## config.mk

```make
export PLATFORM = sky130hd
export DESIGN_NAME = binary_to_decimal_ascii_unit
export DESIGN_NICKNAME = d
export VERILOG_FILES = /design/src/rtl/b2da_pkg.sv /design/src/rtl/binary_to_decimal_ascii_unit.sv
export VERILOG_INCLUDE_DIRS = /design/src /design/src/rtl
export SDC_FILE = /design/constraint.sdc
export NUM_CORES = 1
export LEC_CHECK = 0
export BUFFER_PORTS_ARGS = -buffer_cell sky130_fd_sc_hd__buf_2
export CAP_MARGIN = 30
export CORE_MARGIN = 2
export CORE_UTILIZATION = 60
export CTS_CLUSTER_DIAMETER = 30
export DETAILED_ROUTE_END_ITERATION = 10
export PLACE_DENSITY = 0.77
export SYNTH_ARGS = -nofsm -noshare
export SYNTH_HDL_FRONTEND = slang
export SYNTH_SLANG_ARGS = --single-unit
```

## constraint.sdc

```tcl
create_clock -name clk -period 3.7 [get_ports clk]
set_input_delay 0.74 -clock clk [delete_from_list [all_inputs] [get_ports clk]]
set_output_delay 0.74 -clock clk [all_outputs]
set_load 0.05 [all_outputs]
```

## src/rtl/binary_to_decimal_ascii_unit_assert.svh

```systemverilog
// Assertion macros shared by the RTL of the decimal ASCII converter.
`ifndef BINARY_TO_DECIMAL_ASCII_UNIT_ASSERT_SVH
`define BINARY_TO_DECIMAL_ASCII_UNIT_ASSERT_SVH

// Consequent must hold in the same cycle as the antecedent.
`define B2DA_ASSERT_NOW(label, ante, cons, msg) \
  label: assert property (@(posedge clk) disable iff (!rst_n) (ante) |-> (cons)) \
    else $error(msg);

// Consequent must hold in the cycle after the antecedent.
`define B2DA_ASSERT_NEXT(label, ante, cons, msg) \
  label: assert property (@(posedge clk) disable iff (!rst_n) (ante) |=> (cons)) \
    else $error(msg);

`endif

```

## src/rtl/b2da_pkg.sv

```systemverilog
package b2da_pkg;

  // Width of one packed BCD digit.
  localparam int BCD_DIGIT_W = 4;

  // ASCII code of the character '0', at the width of the result field.
  localparam logic [5:0] ASCII_ZERO = 6'd48;

  typedef logic [5:0] ascii_char_t;

endpackage

```

## src/rtl/binary_to_decimal_ascii_unit.sv

```systemverilog
// Path: a transferred number moves from stage 0 through the shift stages in order into the
// character stage, which sends its characters most significant first, one per cycle while out_tready is high.
// Throughput: the conversion pipeline takes one number per cycle unless the character stage
// is busy; that stage takes a new number only as the last character of the one before transfers.
// Reset: rst_n is synchronous and active low; it clears all valid bits, no characters.
`include "binary_to_decimal_ascii_unit_assert.svh"

module binary_to_decimal_ascii_unit
  import b2da_pkg::*;
#(
  parameter int VALUE_BITS  = 16,
  parameter int DIGIT_COUNT = 5
) (
  input  logic                                  clk,
  input  logic                                  rst_n,
  input  logic                                  in_tvalid,
  output logic                                  in_tready,
  // Fields from bit 0: value.
  input  logic [((VALUE_BITS + 7) / 8) * 8 - 1:0] in_tdata,
  output logic                                  out_tvalid,
  input  logic                                  out_tready,
  // Fields from bit 0: ascii_digit (6 bits), then two zero bits.
  output logic [7:0]                            out_tdata,
  output logic                                  out_tlast
);

  localparam int BCD_W = BCD_DIGIT_W * DIGIT_COUNT;
  localparam int PTR_W = $clog2(DIGIT_COUNT);

  // Stage 0 holds the transferred number; stage k holds it after k shift steps.
  logic [VALUE_BITS-1:0] val_r   [0:VALUE_BITS];
  logic [BCD_W-1:0]      bcd_r   [0:VALUE_BITS];
  logic [VALUE_BITS:0]   vld_r;
  logic [VALUE_BITS:0]   adv;
  logic [VALUE_BITS-1:0] val_nxt [0:VALUE_BITS-1];
  logic [BCD_W-1:0]      bcd_nxt [0:VALUE_BITS-1];

  logic                  em_valid_r;
  logic [BCD_W-1:0]      em_bcd_r;
  logic [PTR_W-1:0]      em_ptr_r;
  logic [PTR_W-1:0]      top_nxt;
  logic                  em_free;
  logic                  em_load;
  logic [BCD_DIGIT_W-1:0] em_digit;
  ascii_char_t           em_char;

  assign em_free = !em_valid_r || (out_tready && (em_ptr_r == '0));
  assign em_load = vld_r[VALUE_BITS] && em_free;

  assign adv[VALUE_BITS] = !vld_r[VALUE_BITS] || em_load;
  assign in_tready       = adv[0];

  genvar gk;
  generate
    for (gk = 0; gk < VALUE_BITS; gk++) begin : g_step
      assign adv[gk] = !vld_r[gk] || adv[gk+1];

      // One double dabble step: add 3 to every digit of five or more, then shift in a bit.
      always_comb begin
        logic [BCD_W-1:0] corr;
        corr = bcd_r[gk];
        for (int d = 0; d < DIGIT_COUNT; d++) begin
          if (bcd_r[gk][d*BCD_DIGIT_W +: BCD_DIGIT_W] >= BCD_DIGIT_W'(5)) begin
            corr[d*BCD_DIGIT_W +: BCD_DIGIT_W] =
              bcd_r[gk][d*BCD_DIGIT_W +: BCD_DIGIT_W] + BCD_DIGIT_W'(3);
          end
        end
        bcd_nxt[gk] = {corr[BCD_W-2:0], val_r[gk][VALUE_BITS-1]};
        val_nxt[gk] = {val_r[gk][VALUE_BITS-2:0], 1'b0};
      end

      always_ff @(posedge clk) begin
        if (!rst_n) begin
          vld_r[gk+1] <= 1'b0;
        end else if (adv[gk+1]) begin
          vld_r[gk+1] <= vld_r[gk];
        end
      end

      always_ff @(posedge clk) begin
        if (adv[gk+1]) begin
          bcd_r[gk+1] <= bcd_nxt[gk];
          val_r[gk+1] <= val_nxt[gk];
        end
      end
    end
  endgenerate

  always_ff @(posedge clk) begin
    if (!rst_n) begin
      vld_r[0] <= 1'b0;
    end else if (adv[0]) begin
      vld_r[0] <= in_tvalid;
    end
  end

  always_ff @(posedge clk) begin
    if (adv[0]) begin
      val_r[0] <= in_tdata[VALUE_BITS-1:0];
      bcd_r[0] <= '0;
    end
  end

  // Most significant nonzero digit; an all-zero result starts at digit zero.
  always_comb begin
    top_nxt = '0;
    for (int k = 0; k < DIGIT_COUNT; k++) begin
      if (bcd_r[VALUE_BITS][k*BCD_DIGIT_W +: BCD_DIGIT_W] != '0) begin
        top_nxt = PTR_W'(k);
      end
    end
  end

  always_ff @(posedge clk) begin
    if (!rst_n) begin
      em_valid_r <= 1'b0;
    end else if (em_load) begin
      em_valid_r <= 1'b1;
    end else if (out_tready && (em_ptr_r == '0)) begin
      em_valid_r <= 1'b0;
    end
  end

  always_ff @(posedge clk) begin
    if (em_load) begin
      em_bcd_r <= bcd_r[VALUE_BITS];
      em_ptr_r <= top_nxt;
    end else if (em_valid_r && out_tready) begin
      em_ptr_r <= em_ptr_r - PTR_W'(1);
    end
  end

  assign em_digit   = em_bcd_r[em_ptr_r*BCD_DIGIT_W +: BCD_DIGIT_W];
  assign em_char    = ASCII_ZERO + {2'b00, em_digit};
  assign out_tvalid = em_valid_r;
  assign out_tdata  = {2'b00, em_char};
  assign out_tlast  = (em_ptr_r == '0);

  `B2DA_ASSERT_NOW(a_char_is_digit, out_tvalid,
    (out_tdata[5:0] >= 6'd48) && (out_tdata[5:0] <= 6'd57),
    "character out of the decimal digit range")
  `B2DA_ASSERT_NEXT(a_input_captured, in_tvalid && in_tready, vld_r[0],
    "transferred number not captured in the first stage")
  `B2DA_ASSERT_NEXT(a_number_held, em_valid_r && !(out_tready && out_tlast), em_valid_r,
    "number dropped before its last character was transferred")
  `B2DA_ASSERT_NEXT(a_stall_holds_tail, vld_r[VALUE_BITS] && !em_free,
    vld_r[VALUE_BITS],
    "converted number lost while the character stage was busy")

endmodule

```

# Word-level counts from Yosys, hierarchy flattened
# Memories as Yosys holds them, arrays and structs flattened.
# Index checks and enable logic that the tools add are counted.
op_classes:
  mux: 122
  n_lt_le_gt_ge: 80
  reduce_logical: 46
  n_shift: 1
  addsub: 82
op_table:
  columns: ["cell", "n"]
  rows:
  - ["greater-or-equal comparator 4 x 3 -> 1 bit (second input constant)", 80]
  - ["adder 4 x 2 -> 4 bit (second input constant)", 64]
  - ["two-way mux 4 bit", 64]
  - ["two-way mux 3 bit", 21]
  - ["adder 3 x 2 -> 3 bit (second input constant)", 16]
  - ["two-way mux 1 bit", 37]
  - ["indexed part select 20 x 6 -> 4 bit", 1]
  - ["zero test 1 bit", 18]
  - ["logical OR 1 bit", 18]
  - ["nonzero test 4 bit", 4]
  - ["adder 5 x 5 -> 6 bit (first input constant)", 1]
  - ["nonzero test 2 bit", 2]
  - ["logical AND 1 bit", 3]
  - ["zero test 3 bit", 1]
  - ["subtractor 3 x 1 -> 3 bit (second input constant)", 1]
word_totals:
  mem_bits_rw: 612
  register_bits: 41
  wordCells: 353
  in_bits: 20
  mem_count: 2
  out_inout_bits: 11
memory_table:
  columns: ["name", "depth", "word_bits", "read_ports", "rd_ports_with_merged_regs", "write_ports", "line", "text"]
  rows:
  - ["bcd_r", 17, 20, 17, 0, 17, "binary_to_decimal_ascii_unit.sv:32", "logic [BCD_W-1:0] bcd_r [0:VALUE_BITS];"]
  - ["val_r", 17, 16, 16, 0, 17, "binary_to_decimal_ascii_unit.sv:31", "logic [VALUE_BITS-1:0] val_r [0:VALUE_BITS];"]

# Logic depth before layout (Yosys ltp)
depth:
  word_depth: 23
  mapped_depth: 11
  ltp_nobuf: 8

# Least setup slack after synthesis
# No wires, ideal clock.
synth_path:
  path_type: "reg-to-output"
  start: "register em_ptr_r[0]"
  end: "output port in_tready"
  arrival_ns: 2.808
  path_buffers: 3
  required_time_ns: 2.960
  stages_incl_launch_ff: 12
  path_slack_ns: 0.152
  cell_sequence: "edfxtp_1 -> clkbuf_1 -> inv_1 -> ha_1 -> nand3b_4 -> and3_1 -> buf_6 -> and2_4 -> inv_2 -> buf_6 -> nor4_4 -> nand3_1"
synth_between:
  elab_chain_len: 21
synth_rtl:
  columns: ["item", "line", "text"]
  rows:
  - ["start: declaration", "binary_to_decimal_ascii_unit.sv:40", "logic [PTR_W-1:0] em_ptr_r;"]
  - ["start signal: assignment", "binary_to_decimal_ascii_unit.sv:127", "em_ptr_r <= top_nxt;"]
  - ["start signal: assignment", "binary_to_decimal_ascii_unit.sv:129", "em_ptr_r <= em_ptr_r - PTR_W'(1);"]
  - ["zero test 3 bit", "binary_to_decimal_ascii_unit.sv:47", "assign em_free = !em_valid_r || (out_tready && (em_ptr_r == '0));"]
  - ["logical AND 1 bit", "binary_to_decimal_ascii_unit.sv:47", null]
  - ["logical OR 1 bit", "binary_to_decimal_ascii_unit.sv:47", null]
  - ["logical AND 1 bit", "binary_to_decimal_ascii_unit.sv:48", "assign em_load = vld_r[VALUE_BITS] && em_free;"]
  - ["logical OR 1 bit", "binary_to_decimal_ascii_unit.sv:50", "assign adv[VALUE_BITS] = !vld_r[VALUE_BITS] || em_load;"]
  - ["logical OR 1 bit (6 in a row)", "binary_to_decimal_ascii_unit.sv:56", "assign adv[gk] = !vld_r[gk] || adv[gk+1];"]
  - ["via adv[10]", "binary_to_decimal_ascii_unit.sv:34", "logic [VALUE_BITS:0] adv;"]
  - ["logical OR 1 bit (10 in a row)", "binary_to_decimal_ascii_unit.sv:56", null]
  - ["end: declaration", "binary_to_decimal_ascii_unit.sv:17", "output logic in_tready,"]
# The timed path passes the listed nets, and every way through them passes these cells.

# Final worst setup path
layout_path:
  start: "register em_ptr_r[1]"
  end: "output port in_tready"
layout_between:
  elab_chain_len: 21
layout_rtl:
  columns: ["item", "line"]
  rows:
  - ["zero test 3 bit", "binary_to_decimal_ascii_unit.sv:47"]
  - ["logical AND 1 bit", "binary_to_decimal_ascii_unit.sv:47"]
  - ["logical OR 1 bit", "binary_to_decimal_ascii_unit.sv:47"]
  - ["logical AND 1 bit", "binary_to_decimal_ascii_unit.sv:48"]
  - ["logical OR 1 bit", "binary_to_decimal_ascii_unit.sv:50"]
  - ["logical OR 1 bit (16 in a row)", "binary_to_decimal_ascii_unit.sv:56"]
# Every way passes these cells.

==> flow_summary.json <==
{
  "syn_avg_cell_area_um2": 14.2,
  "ios": 31,
  "leakagePower_nw": 6.79,
  "dpl.hpwl_um": 14500,
  "clk_pin_slew_ns": 0.06,
  "slew_viol_final": 0,
  "ir_worst_vdd_mv": 0.537,
  "outcome": "completed",
  "r2r-start": "em_ptr_r[1]",
  "die_x_um": 159,
  "rows": 56,
  "switching_share_pct": 28.3,
  "critical_path_class": "flip-flop to output pin",
  "yosysWarnings": 0,
  "tns_ns": 0,
  "seq_power_share_pct": 45.6,
  "grt_usage_pct": 18.8,
  "ant_nets": 0,
  "cts_tree": "yes",
  "grt_setup_unrepaired": "no",
  "power.density_nw_per_um2": 792,
  "grt_start_max_net_pins": 29,
  "drive_above_1_share_pct": 11.7,
  "final_common_cell": "edfxtp_1",
  "worstRegToRegCells": 9,
  "overflow": 0,
  "p_clk_share_pct": 36.7,
  "viasPerCell": 5.21,
  "synth.area.top_cells": "edfxtp_1 (69%), ha_1 (6.5%), nand2_1 (3.6%), nand2b_1 (2.7%), mux2i_1 (2.7%)",
  "period_needed_ns": 3.38,
  "cp.arrival_ns": 2.64,
  "gp_congestion": 0.833,
  "drt_wl_total_um": 22600,
  "instances_no_fill": 1455,
  "remaining_drc_errors": 0,
  "postCtsSetupBuffers": 0,
  "seq_area_frac_synth_pct": 71.5,
  "die_area_um2": 25100,
  "whs_ns": 0.359,
  "area_growth_pct": 16.1,
  "start_util_pct": 61.0,
  "post-route-period-util_pct": 91.4,
  "synth_cell_types": 39,
  "htree_levels": 2,
  "drtPass1Iterations": 5,
  "tightest_slew_ns": 0.877,
  "holdPathStages": 1,
  "hold_path_end": "val_r[0][5]",
  "final_cell_mix": "edfxtp_1 (329), nand2_1 (139), inv_1 (85)",
  "holdCritStartpoint": "in_tdata[5]",
  "cp-start-kind": "flip-flop",
  "ys_seq_elements": 347,
  "slew_headroom_pct": 41.4,
  "vias": 7583,
  "rrSetupSlack_ns": 0.89,
  "place_ws_ns": 0.627,
  "first_global_vias": 7751,
  "yosysTopAreaCell": "edfxtp_1",
  "numCtsBuffers": 52,
  "hold_path.class": "input port to flip-flop",
  "finalHoldViolCount": 0,
  "antenna_found_initial": 0,
  "cp_max_fo": 6,
  "max_cap_violations": 0,
  "cts_root_buf": "clkbuf_16",
  "max_freq_ghz": 0.296,
  "cts_sinks": 347,
  "dr.first_iter.drc_count": 482,
  "crit_required_ns": 2.96,
  "n_antenna_cell": 0,
  "internal_power_w": 0.00944,
  "end_kind": "output pin",
  "dp.cells": 1356,
  "setup_ws_ns": 0.318,
  "io_buffers": 26,
  "clock_skew_ns": 0.0179,
  "grt_pass1_wl_um": 36100,
  "dieHeight_um": 159,
  "avgRoutedWirePerCell_um": 15.5,
  "clk_latency_ns": 0.56,
  "finalNetCount": 1186,
  "core_um2": 23500,
  "netlist_area_um2": 14300,
  "power.switching_w": 0.00373,
  "r2r-end": "bcd_r[0][142]",
  "syn_inst": 1011,
  "synthDominantCellAreaShare_pct": 69.0,
  "clockBufferDepth": 3,
  "p_comb_share_pct": 17.7,
  "setup_viol": 0
}
-- per-layer routing --
| metal | vias up | wire length (µm) | global-route usage, % |
|---|---|---|---|
| met3 | 56 | 915 | 3.84 |
| met2 | 149 | 12600 | 36.6 |
| met4 | 0 | 721 | 7.94 |
| li1 | 3759 | - | - |
| met5 | - | 0 | 0 |
| met1 | 3619 | 8370 | 19.3 |
-- cells by family (layout without fill, tap and decap cells) --
| group | after synthesis | after routing | share of synthesized area [%] |
|---|---|---|---|
| AOI/OAI and AO/OA | 141 | 141 | 5.29 |
| xor gates and xnor gates | 36 | 36 | 2.20 |
| adders and majority gates | 74 | 74 | 6.46 |
| buffers and inverters | 96 | 219 | 2.78 |
| DFF | 347 | 347 | 71.5 |
| muxes | 38 | 38 | 2.66 |
| other | 2 | 4 | 0.0524 |
| and+or+nand+nor | 277 | 277 | 9.08 |
-- worst max path at each step --
stage | from | endpoint | slack, ns | cells after the start
after detailed placement | out_tready | in_tready | 0.63 | 8
final | em_ptr_r[1] | in_tready | 0.32 | 9
after global routing | em_ptr_r[1] | in_tready | 0.09 | 9
after global placement | out_tready | in_tready | 0.66 | 8
after CTS | em_ptr_r[1] | in_tready | 0.08 | 9
after floorplan | em_ptr_r[0] | in_tready | 0.15 | 11
-- critical path: stages (launching register included) --
cell and delay, ns:
edfxtp_1 0.43, inv_1 0.09, ha_1 0.23, nand3b_4 0.11, and3_2 0.26, and2_4 0.18, inv_2 0.05, nor4_4 0.28
nand3_1 0.20, buf_2 0.26
-- power by group through the flow --
stage | Clock [W] | Sequential, W | Combinational (W)
finish | 0.00483 | 0.00601 | 0.00233
global route | 0.00508 | 0.00611 | 0.00270
CTS | 0.00490 | 0.00601 | 0.00237
detailed placement | 0 | 0.00607 | 0.00230
global placement | 0 | 0.00602 | 0.00217
floorplan | 0 | 0.00588 | 0.00188
-- sequential cells by signal, summed over array words and instances, names as in the netlist --
name        flops
out_tvalid      1
em_bcd_r       20
vld_r          17
val_r         136
bcd_r         170
em_ptr_r        3
-- stage by stage --
step | utilization [%] | power, W | instance area (µm²)
after detailed placement | 63.3 | 0.00837 | 14900
after global routing | 70.9 | 0.0139 | 16600
after floorplan | - | 0.00776 | 14300
after CTS | 70.8 | 0.0133 | 16600
after global placement | 63.2 | 0.00819 | 14800
final | 70.9 | 0.0132 | 16600
-- cell type report --
type                            count  area (µm²)
Tap cell                          319         399
Clock buffer                       56        1320
Multi-Input combinational cell    570        3700
Clock inverter                     42         448
Sequential cell                   347       10200
Timing Repair Buffer               34         205
Fill cell                        1402        6840
Inverter                           87         327
-- Yosys cell counts --
cell type / count
nand2_1: 139
ha_1: 74
a32o_1: 1
and2_4: 1
mux2i_1: 38
and4_1: 1
and2_1: 1
o22a_1: 2
dfxtp_1: 18
nand2b_1: 61
xnor2_1: 35
o41ai_1: 1
o21ai_0: 68
nor4_4: 1
inv_2: 2
edfxtp_1: 329
o22ai_1: 6
nand3b_4: 1
and2b_1: 1
clkbuf_1: 2
nand4_1: 2
nand3_1: 6
inv_1: 85
buf_6: 3
and3_1: 2
o31ai_1: 3
or4_1: 3
o21a_1: 7
xor2_1: 1
nor3_2: 1
nor2_1: 50
or2_2: 1
or3_4: 1
conb_1: 2
nor4_1: 2
nor2b_1: 3
buf_4: 4
a21oi_1: 52
a22o_1: 1
-- repair_timing --
action                                  4_1_cts  5_1_grt
resized for setup                             0        1
endpoints found under the setup margin        0        1
hold buffers                                  0        0
endpoints found under the hold margin         0        0
Note: power is estimated with default switching activity, not from simulation.
